===== src/rtl/pmp_pkg.sv =====
package pmp_pkg;

   localparam int PATTERN_MAX = 32;
   localparam longint TEXT_MAX = 65536;

   localparam int BYTE_W = 8;
   localparam int LEN_W = $clog2(PATTERN_MAX + 1);
   localparam int COUNT_W = $clog2(TEXT_MAX + 1);
   localparam int START_W = 16;

   localparam logic KIND_PATTERN = 1'b0;
   localparam logic KIND_TEXT = 1'b1;

   typedef logic [PATTERN_MAX-1:0][BYTE_W-1:0] byte_vec_type;

   typedef struct packed {
      logic              kind;
      logic [BYTE_W-1:0] data_byte;
      logic              is_last;
   } item_type;

   typedef struct packed {
      logic [LEN_W-1:0] length;
      logic             rejected;
      logic             start_new;
   } pat_status_type;

endpackage


===== src/rtl/pmp_pattern.sv =====
module pmp_pattern
   import pmp_pkg::*;
(
   input  logic           clock,
   input  logic           reset,
   input  logic           step,
   input  item_type       item,
   output byte_vec_type   pattern,
   output pat_status_type status
);

   byte_vec_type     pat_ff, pat_in;
   logic [LEN_W-1:0] len_ff, len_in;
   logic             loading_ff, loading_in;
   logic             rejected_ff, rejected_in;
   logic [LEN_W-1:0] base_len;

   // The newest pattern byte sits at tap 0, so tap i lines up with window tap i.
   always_comb begin
      pat_in = pat_ff;
      len_in = len_ff;
      loading_in = loading_ff;
      rejected_in = rejected_ff;
      base_len = loading_ff ? len_ff : '0;
      if (step) begin
         unique case (item.kind)
            KIND_PATTERN: begin
               rejected_in = loading_ff ? rejected_ff : 1'b0;
               len_in = base_len;
               if (base_len < LEN_W'(PATTERN_MAX)) begin
                  pat_in = {pat_ff[PATTERN_MAX-2:0], item.data_byte};
                  len_in = base_len + LEN_W'(1);
               end else begin
                  rejected_in = 1'b1;
               end
               loading_in = !item.is_last;
            end
            KIND_TEXT: begin
               loading_in = 1'b0;
            end
            default: begin
               loading_in = loading_ff;
            end
         endcase
      end
   end

   always_ff @(posedge clock) begin
      pat_ff <= pat_in;
      if (reset) begin
         len_ff <= '0;
         loading_ff <= 1'b0;
         rejected_ff <= 1'b0;
      end else begin
         len_ff <= len_in;
         loading_ff <= loading_in;
         rejected_ff <= rejected_in;
      end
   end

   assign pattern = pat_ff;
   assign status.length = len_ff;
   assign status.rejected = rejected_ff;
   assign status.start_new = (item.kind == KIND_PATTERN) && !loading_ff;

endmodule


===== src/rtl/pmp_text.sv =====
module pmp_text
   import pmp_pkg::*;
(
   input  logic               clock,
   input  logic               reset,
   input  logic               step,
   input  item_type           item,
   input  byte_vec_type       pattern,
   input  pat_status_type     status,
   output logic               match_found,
   output logic [START_W-1:0] match_start
);

   byte_vec_type       win_ff, win_in;
   logic [COUNT_W-1:0] count_ff, count_in;
   logic [COUNT_W-1:0] seen;
   logic [COUNT_W-1:0] start_full;
   logic [PATTERN_MAX-1:0] lane_ok;
   logic               in_range;
   logic               hit;

   assign win_in = {win_ff[PATTERN_MAX-2:0], item.data_byte};
   assign in_range = count_ff < COUNT_W'(TEXT_MAX);
   assign seen = count_ff + COUNT_W'(1);
   assign start_full = seen - COUNT_W'(status.length);

   always_comb begin
      for (int i = 0; i < PATTERN_MAX; i++) begin
         lane_ok[i] = (LEN_W'(i) >= status.length) || (win_in[i] == pattern[i]);
      end
   end

   assign hit = (item.kind == KIND_TEXT) && in_range && !status.rejected
                && (status.length != '0) && (seen >= COUNT_W'(status.length))
                && (&lane_ok);

   always_comb begin
      count_in = count_ff;
      if (step) begin
         unique case (item.kind)
            KIND_PATTERN: begin
               if (status.start_new) begin
                  count_in = '0;
               end
            end
            KIND_TEXT: begin
               if (item.is_last) begin
                  count_in = '0;
               end else if (in_range) begin
                  count_in = seen;
               end
            end
            default: begin
               count_in = count_ff;
            end
         endcase
      end
   end

   always_ff @(posedge clock) begin
      if (step && item.kind == KIND_TEXT) begin
         win_ff <= win_in;
      end
      if (reset) begin
         count_ff <= '0;
      end else begin
         count_ff <= count_in;
      end
   end

   assign match_found = hit;
   assign match_start = !hit ? '0 :
                        (start_full > COUNT_W'({START_W{1'b1}})) ? {START_W{1'b1}} :
                        START_W'(start_full);

endmodule


===== src/rtl/pattern_match_positions.sv =====
// Exact pattern search over a byte stream.
// The request channel (req_valid, req_stall, req_kind, req_data_byte, req_is_last)
// carries pattern bytes (kind 0, last byte marked) and text bytes (kind 1).
// Every request transfer gives exactly one response transfer on the rsp_ channel:
// rsp_match_found is set when the newest pattern-length window of text equals the
// pattern, and rsp_match_start gives the offset of that window in the current text.
// Pattern bytes always answer with no match.
// An item passes an input register and then a result register, and one item is
// taken every cycle unless req_stall holds the request channel.
// The rate is set by the parallel compare of all window taps against the pattern,
// which fits between those two registers.
// While rsp_stall holds a waiting response, the input register still takes one
// more item; req_stall rises only when both registers are full.
// Synchronous reset empties both registers, forgets the pattern and the text
// offset; the block accepts items in the cycle after reset falls.
module pattern_match_positions
   import pmp_pkg::*;
(
   input  logic               clock,
   input  logic               reset,
   input  logic               req_valid,
   output logic               req_stall,
   input  logic               req_kind,
   input  logic [BYTE_W-1:0]  req_data_byte,
   input  logic               req_is_last,
   output logic               rsp_valid,
   input  logic               rsp_stall,
   output logic               rsp_match_found,
   output logic [START_W-1:0] rsp_match_start
);

   item_type           s1_item_ff;
   logic               s1_valid_ff, s1_valid_in;
   logic               rsp_valid_ff, rsp_valid_in;
   logic               rsp_found_ff;
   logic [START_W-1:0] rsp_start_ff;
   logic               out_free;
   logic               step;
   logic               req_take;
   byte_vec_type       pattern;
   pat_status_type     status;
   logic               found;
   logic [START_W-1:0] start;

   assign out_free = !rsp_valid_ff || !rsp_stall;
   assign step = s1_valid_ff && out_free;
   assign req_stall = s1_valid_ff && !out_free;
   assign req_take = req_valid && !req_stall;

   assign s1_valid_in = req_take || (s1_valid_ff && !step);
   assign rsp_valid_in = step || (rsp_valid_ff && rsp_stall);

   always_ff @(posedge clock) begin
      if (req_take) begin
         s1_item_ff <= '{kind: req_kind, data_byte: req_data_byte, is_last: req_is_last};
      end
      if (step) begin
         rsp_found_ff <= found;
         rsp_start_ff <= start;
      end
      if (reset) begin
         s1_valid_ff <= 1'b0;
         rsp_valid_ff <= 1'b0;
      end else begin
         s1_valid_ff <= s1_valid_in;
         rsp_valid_ff <= rsp_valid_in;
      end
   end

   pmp_pattern u_pattern (
      .clock   (clock),
      .reset   (reset),
      .step    (step),
      .item    (s1_item_ff),
      .pattern (pattern),
      .status  (status)
   );

   pmp_text u_text (
      .clock       (clock),
      .reset       (reset),
      .step        (step),
      .item        (s1_item_ff),
      .pattern     (pattern),
      .status      (status),
      .match_found (found),
      .match_start (start)
   );

   assign rsp_valid = rsp_valid_ff;
   assign rsp_match_found = rsp_found_ff;
   assign rsp_match_start = rsp_start_ff;

   a_start_zero_without_match: assert property (@(posedge clock) disable iff (reset)
      rsp_valid_ff && !rsp_found_ff |-> rsp_start_ff == '0)
      else $error("match offset set without a match");

   a_stall_only_when_full: assert property (@(posedge clock) disable iff (reset)
      req_stall |-> s1_valid_ff && rsp_valid_ff && rsp_stall)
      else $error("request stalled with room in the pipeline");

   a_pattern_never_matches: assert property (@(posedge clock) disable iff (reset)
      step && s1_item_ff.kind == KIND_PATTERN |=> rsp_valid_ff && !rsp_found_ff)
      else $error("pattern byte reported a match");

   a_step_fills_result: assert property (@(posedge clock) disable iff (reset)
      step |=> rsp_valid_ff)
      else $error("advanced item did not reach the result register");

endmodule


===== config.mk =====
export PLATFORM = sky130hd
export DESIGN_NAME = pattern_match_positions
export DESIGN_NICKNAME = d
export VERILOG_FILES = /design/src/rtl/pmp_pkg.sv /design/src/rtl/pmp_pattern.sv /design/src/rtl/pmp_text.sv /design/src/rtl/pattern_match_positions.sv
export SDC_FILE = /design/constraint.sdc
export NUM_CORES = 1
export LEC_CHECK = 0
export BUFFER_PORTS_ARGS = -buffer_cell sky130_fd_sc_hd__buf_2
export CAP_MARGIN = 20
export CELL_PAD_IN_SITES_DETAIL_PLACEMENT = 1
export CELL_PAD_IN_SITES_GLOBAL_PLACEMENT = 1
export CORE_MARGIN = 10
export CORE_UTILIZATION = 53
export DETAILED_ROUTE_END_ITERATION = 8
export PLACE_DENSITY = 0.8
export SYNTH_ARGS = -nofsm -noshare
export SYNTH_HDL_FRONTEND = slang
export SYNTH_SLANG_ARGS = --single-unit

===== constraint.sdc =====
create_clock -name clock -period 20.8 [get_ports clock]
set_input_delay 2.08 -clock clock [delete_from_list [all_inputs] [get_ports clock]]
set_output_delay 2.08 -clock clock [all_outputs]
set_load 0.05 [all_outputs]

# [Word level (Yosys, flattened, before mapping)]
# Index checks and enable logic that the tools add are counted.
[totals] register_bits=558 latchBits=0 mem_bits_rw=0 romBits=0 in_bits=14 n_memories=0
[classes] n_addsub=3 multipliers=0 n_div=0 n_lt_le_gt_ge=36 n_eq_ne=35 n_shift=0 mux=10 n_bitwise=1 reduce_logical=61
[ops] operator="8-bit == test" n=32
[ops] operator="5-bit by 6-bit >= comparator with 1-bit output, first input constant" n=16
[ops] operator="17-bit 2-to-1 mux" n=3
[ops] operator="4-bit by 6-bit >= comparator with 1-bit output, first input constant" n=8
[ops] operator="1-bit logical OR" n=35
[ops] operator="17-bit case mux with 2 select lines" n=1
[ops] operator="32-bit AND reduction" n=1
[ops] operator="3-bit by 6-bit >= comparator with 1-bit output, first input constant" n=4
[ops] operator="17-bit by 1-bit adder with 17-bit output, second input constant" n=1
[ops] operator="17-bit by 6-bit >= comparator with 1-bit output" n=1
[ops] operator="17-bit by 16-bit greater-than comparator with 1-bit output, second input constant" n=1
[ops] operator="17-bit < comparator, second input constant" n=1
[ops] operator="17-bit by 6-bit subtractor with 17-bit output" n=1
[ops] operator="16-bit 2-to-1 mux" n=1
[ops] operator="1-bit by 6-bit >= comparator with 1-bit output, first input constant" n=2
[ops] operator="2-bit by 6-bit >= comparator with 1-bit output, first input constant" n=2
[ops] operator="1-bit logical AND" n=12
[ops] operator="6-bit 2-to-1 mux" n=2
[ops] operator="3-bit AND reduction" n=3
[ops] operator="1-bit zero test" n=8
[ops] operator="6-bit by 1-bit adder with 6-bit output, second input constant" n=1
[ops] operator="6-bit < comparator, second input constant" n=1
[ops] operator="6-bit nonzero test" n=1
[ops] operator="2-bit inequality test, second input constant" n=2
[ops] operator="5 further kinds" n=6

# [Logic depth before layout (Yosys ltp)]
[depth] depth_word=7 depth_mapped=13 ltp_nobuf=10

# [Modules after synthesis]
# A second synthesis with hierarchy kept.
[unflattened] cells_unflattened=1236 area_unflattened_um2=21410.5
[by_module_without_submodules] module="pmp_text" instances=1 cells_per_inst=893 area_per_inst_um2=12394.4 seq_area_each_um2=7787.5
[by_module_without_submodules] module="pmp_pattern" instances=1 cells_per_inst=306 area_per_inst_um2=8119.0 seq_area_each_um2=7847.5
[by_module_without_submodules] module="pattern_match_positions" instances=1 cells_per_inst=37 area_per_inst_um2=897.1 seq_area_each_um2=850.8

# [Worst setup path before layout]
# OpenSTA, ideal clock, no wires.
[synth_path] path_type="input to register" startpoint="input rsp_stall" endpoint="register u_pattern.len_ff[1]" setup_ns=0.145 arrival_ns=16.218 slack_ns=4.437 cell_stages=7 path_buffers=0 cell_sequence="nand2_1 -> nand2_1 -> inv_1 -> nand2b_1 -> a21oi_1 -> mux2i_1 -> nor2_1"
[synth_via] elab_chain_len=4
[synth_rtl] element="start, declared" line_no="pattern_match_positions.sv:27" source="input logic rsp_stall,"
[synth_rtl] element="1-bit zero test" line_no="pattern_match_positions.sv:45" source="assign out_free = !rsp_valid_ff || !rsp_stall;"
[synth_rtl] element="1-bit logical OR" line_no="pattern_match_positions.sv:45"
[synth_rtl] element="1-bit logical AND" line_no="pattern_match_positions.sv:46" source="assign step = s1_valid_ff && out_free;"
[synth_rtl] element="via step" line_no="pattern_match_positions.sv:38" source="logic step;"
[synth_rtl] element="2-bit AND reduction (no line)"
[synth_rtl] element="end signal, assigned" line_no="pmp_pattern.sv:55" source="len_ff <= len_in;"
[synth_rtl] element="end, declared" line_no="pmp_pattern.sv:13" source="logic [LEN_W-1:0] len_ff, len_in;"
# The timed path passes the listed nets, and every way through them passes these cells.
# A chain may end at the register's enable or synchronous reset.

# [Worst setup path after layout]
[layout_path] startpoint="input rsp_stall" endpoint="register u_pattern.pat_ff, in the netlist u_pattern.pattern[14], enable pin"
[layout_via] elab_chain_len=4
[layout_rtl] element="1-bit zero test" line_no="pattern_match_positions.sv:45"
[layout_rtl] element="1-bit logical OR" line_no="pattern_match_positions.sv:45"
[layout_rtl] element="1-bit logical AND" line_no="pattern_match_positions.sv:46"
[layout_rtl] element="via step" line_no="pattern_match_positions.sv:38"
[layout_rtl] element="3-bit AND reduction (no line)"
[layout_rtl] element="end signal, assigned" line_no="pmp_pattern.sv:49" source="pat_ff <= pat_in;"
[layout_rtl] element="end, declared" line_no="pmp_pattern.sv:12" source="byte_vec_type pat_ff, pat_in;"
# The timed path passes the listed nets, and every way through them passes these cells.

==> out/qor.csv <==
metric,value,unit
status,"complete, no violations",
hp-class,flop to flop,
synth_area_leaders,"edfxtp_1 (75%), xor2_1 (9.1%), dfxtp_1 (2.5%)",
arrival,5.25,ns
viasPerCell,5.70,
timing.fmax,198,MHz
syn_area,21200,um^2
cts.sinks,558,
ir_worst_vdd,0.0000594,V
met3_usage,0.0333,
synth_edf_count,531,
slew_violations,0,
first_global_vias,11400,
cts_tree,built,
synth_area_per_cell,17.4,um^2
yosys.area.top_type,edfxtp_1,
grt_setup_unrepaired,false,
synth_top_area_share,0.751,
switching_share,0.205,
post-route-min-period,5.05,ns
timing.slew.headroom,0.301,
async_reset_ff_frac,0,
yosysSeqAreaShare,0.776,
ys_types,52,
dr.pass1.iters,5,
final_common_cell,edfxtp_1,
hold_violations,0,
drc,0,
worst_ep_required_time,21.00,ns
ys.flop_type,edfxtp_1,
antenna_left,0,
seq_power_share,0.569,
use_met2,0.343,
clkTransAtPathRegs,0.06,ns
cts_buffers,53,
boundaryPins,33,
pwr-share-clk,0.405,
drt-initial-drc-count,962,
synth_warnings,0,
wl,44900,um
vias,10600,
use_met1,0.219,
clockBufferDepth,3,
path_class,input port to flop,
die_area,48500,um^2
nets,1314,
place_congestion,0.795,
p_total,2.25,mW
worst-path-max-fanout,74,
die_h,220,um
insertion_delay,0.59,ns
grt_pass1_wl,68100,um
final_cell_mix,"edfxtp_1 (531), xor2_1 (221), xnor2_1 (61), nor4_1 (61), clkbuf_16 (53)",
tightest_slew,1.05,ns
ys_seq_elements,558,
place_hpwl,28900,um
wire_per_inst,24.2,um
die_w,220,um
cp-start-kind,input port,
post-route-period-util,0.243,
cts_setup_buffers,0,
netSwitchingPower,0.463,mW
placement.io_buffers,32,
drive_gt1_frac,0.0962,
num_rows,73,
grt_most_used_layer,met2,
synth_cells,1221,
holdWs,0.469,ns
min_path_cells,0,
end_kind,flop,
areaGrowthSynthToFinish,11.3,%
setup_violations,0,
cts_root_buffer,clkbuf_16,
internal_power,1.79,mW
setup_tns,0,ns
leakage,7.76,nW
finClkSkew,0.0178,ns
initial_core_util,0.536,
antenna_cells,0,
post_cts_resized,0,
r2r_cells,9,
grtUsageTotal,0.186,
grt_start_max_net_pins,180,
cts_hold_buf,0,
antenna_found_initial,0,
synth_nets,1244,
power_density,95.4,nW/um^2
core_region_area,39600,um^2
cts_htree_levels,2,
grt_overflow,0,
maxCapViolations,0,
p_comb_frac,0.026,
-- cell usage after synthesis, types with 3 or more instances --
cell type  count
a2111oi_0      3
clkbuf_1      15
a22oi_1       18
and2_1         4
or4_1          3
a211oi_2       4
a211oi_1      11
xnor2_1       61
buf_2          5
o31a_1         4
o21ai_0       16
and3_1         5
nand3_1       14
xor2_1       221
nor4_1        61
a21o_1         6
inv_1         12
nor2b_1        3
edfxtp_1     531
nand4_1       26
a21oi_1       33
nand2_1       28
nor2_1        46
nor3_1        14
nor3_2         6
ha_1           8
dfxtp_1       27
or3_1          4
-- layer usage --
| layer | vias to the layer above | share of wire |
|---|---|---|
| li1 | 4789 | - |
| met2 | 227 | 0.54 |
| met1 | 5499 | 0.39 |
| met5 | - | 0 |
| met4 | 0 | 0.022 |
| met3 | 67 | 0.041 |
-- critical path, stage by stage --
cell,delay (ns)
buf_2,0.12
nand2_1,0.10
nand2_1,0.21
inv_1,0.63
nand2b_1,0.35
a21oi_4,0.20
buf_4,0.59
buf_4,0.86
-- worst paths after layout --
path	startpoint	endpoint	slack (ns)
max	rsp_stall	u_pattern.pattern[14]	15.75
min	u_pattern.pattern[90]	u_pattern.pattern[98]	0.47
max reg2reg	u_pattern.len_ff[2]	rsp_match_start[2]	16.84
min reg2reg	u_pattern.pattern[90]	u_pattern.pattern[98]	0.47
-- metrics by stage --
stage	instances	utilization	setup slack, ns	area (um^2)
detailed placement	1760	0.555	15.17	22000
floorplan	1221	-	4.44	21200
CTS	1854	0.596	15.77	23600
global route	1855	0.596	15.48	23600
global placement	1760	0.555	15.24	22000
finish	1855	0.596	15.75	23600
-- power groups by stage --
stage / clock network [mW] / logic, mW / registers, mW
finish: 0.914 / 0.0585 / 1.28
global route: 0.977 / 0.0641 / 1.28
floorplan: 0 / 0.0354 / 1.31
CTS: 0.928 / 0.0591 / 1.28
detailed placement: 0 / 0.0579 / 1.31
global placement: 0 / 0.0560 / 1.30
-- flip-flops by register name, indices dropped and copies added (netlist names) --
| register | flops |
|---|---|
| s1_valid_ff | 1 |
| rsp_match_found | 1 |
| u_text.win_ff | 248 |
| s1_item_ff | 10 |
| u_text.count_ff | 17 |
| u_pattern.len_ff | 6 |
| rsp_match_start | 16 |
| u_pattern.loading_ff | 1 |
| u_pattern.pattern | 256 |
| u_pattern.rejected_ff | 1 |
| rsp_valid | 1 |
-- final cells by class --
cell class                 instances  area [um^2]
tap                              525          657
fill                            3493        16000
clock inverter                    31          246
timing repair buffer              39          245
clock buffer                      63         1360
multi-input combinational        627         4600
inverter                          12         45.0
sequential                       558        16500
-- logic make-up (layout without fill, tap and decap cells) --
logic type	count (synthesis)	count (layout)	synth area share
flip-flops	558	558	0.776
XOR/XNOR	282	282	0.116
AND/OR/NAND/NOR	219	219	0.0556
AO/OA/AOI/OAI	116	116	0.0378
buffers and inverters	36	145	0.00778
adder cells (fa/ha/maj)	9	9	0.00566
multiplexers	1	1	0.000471
Power figures use the tool's default switching activity.
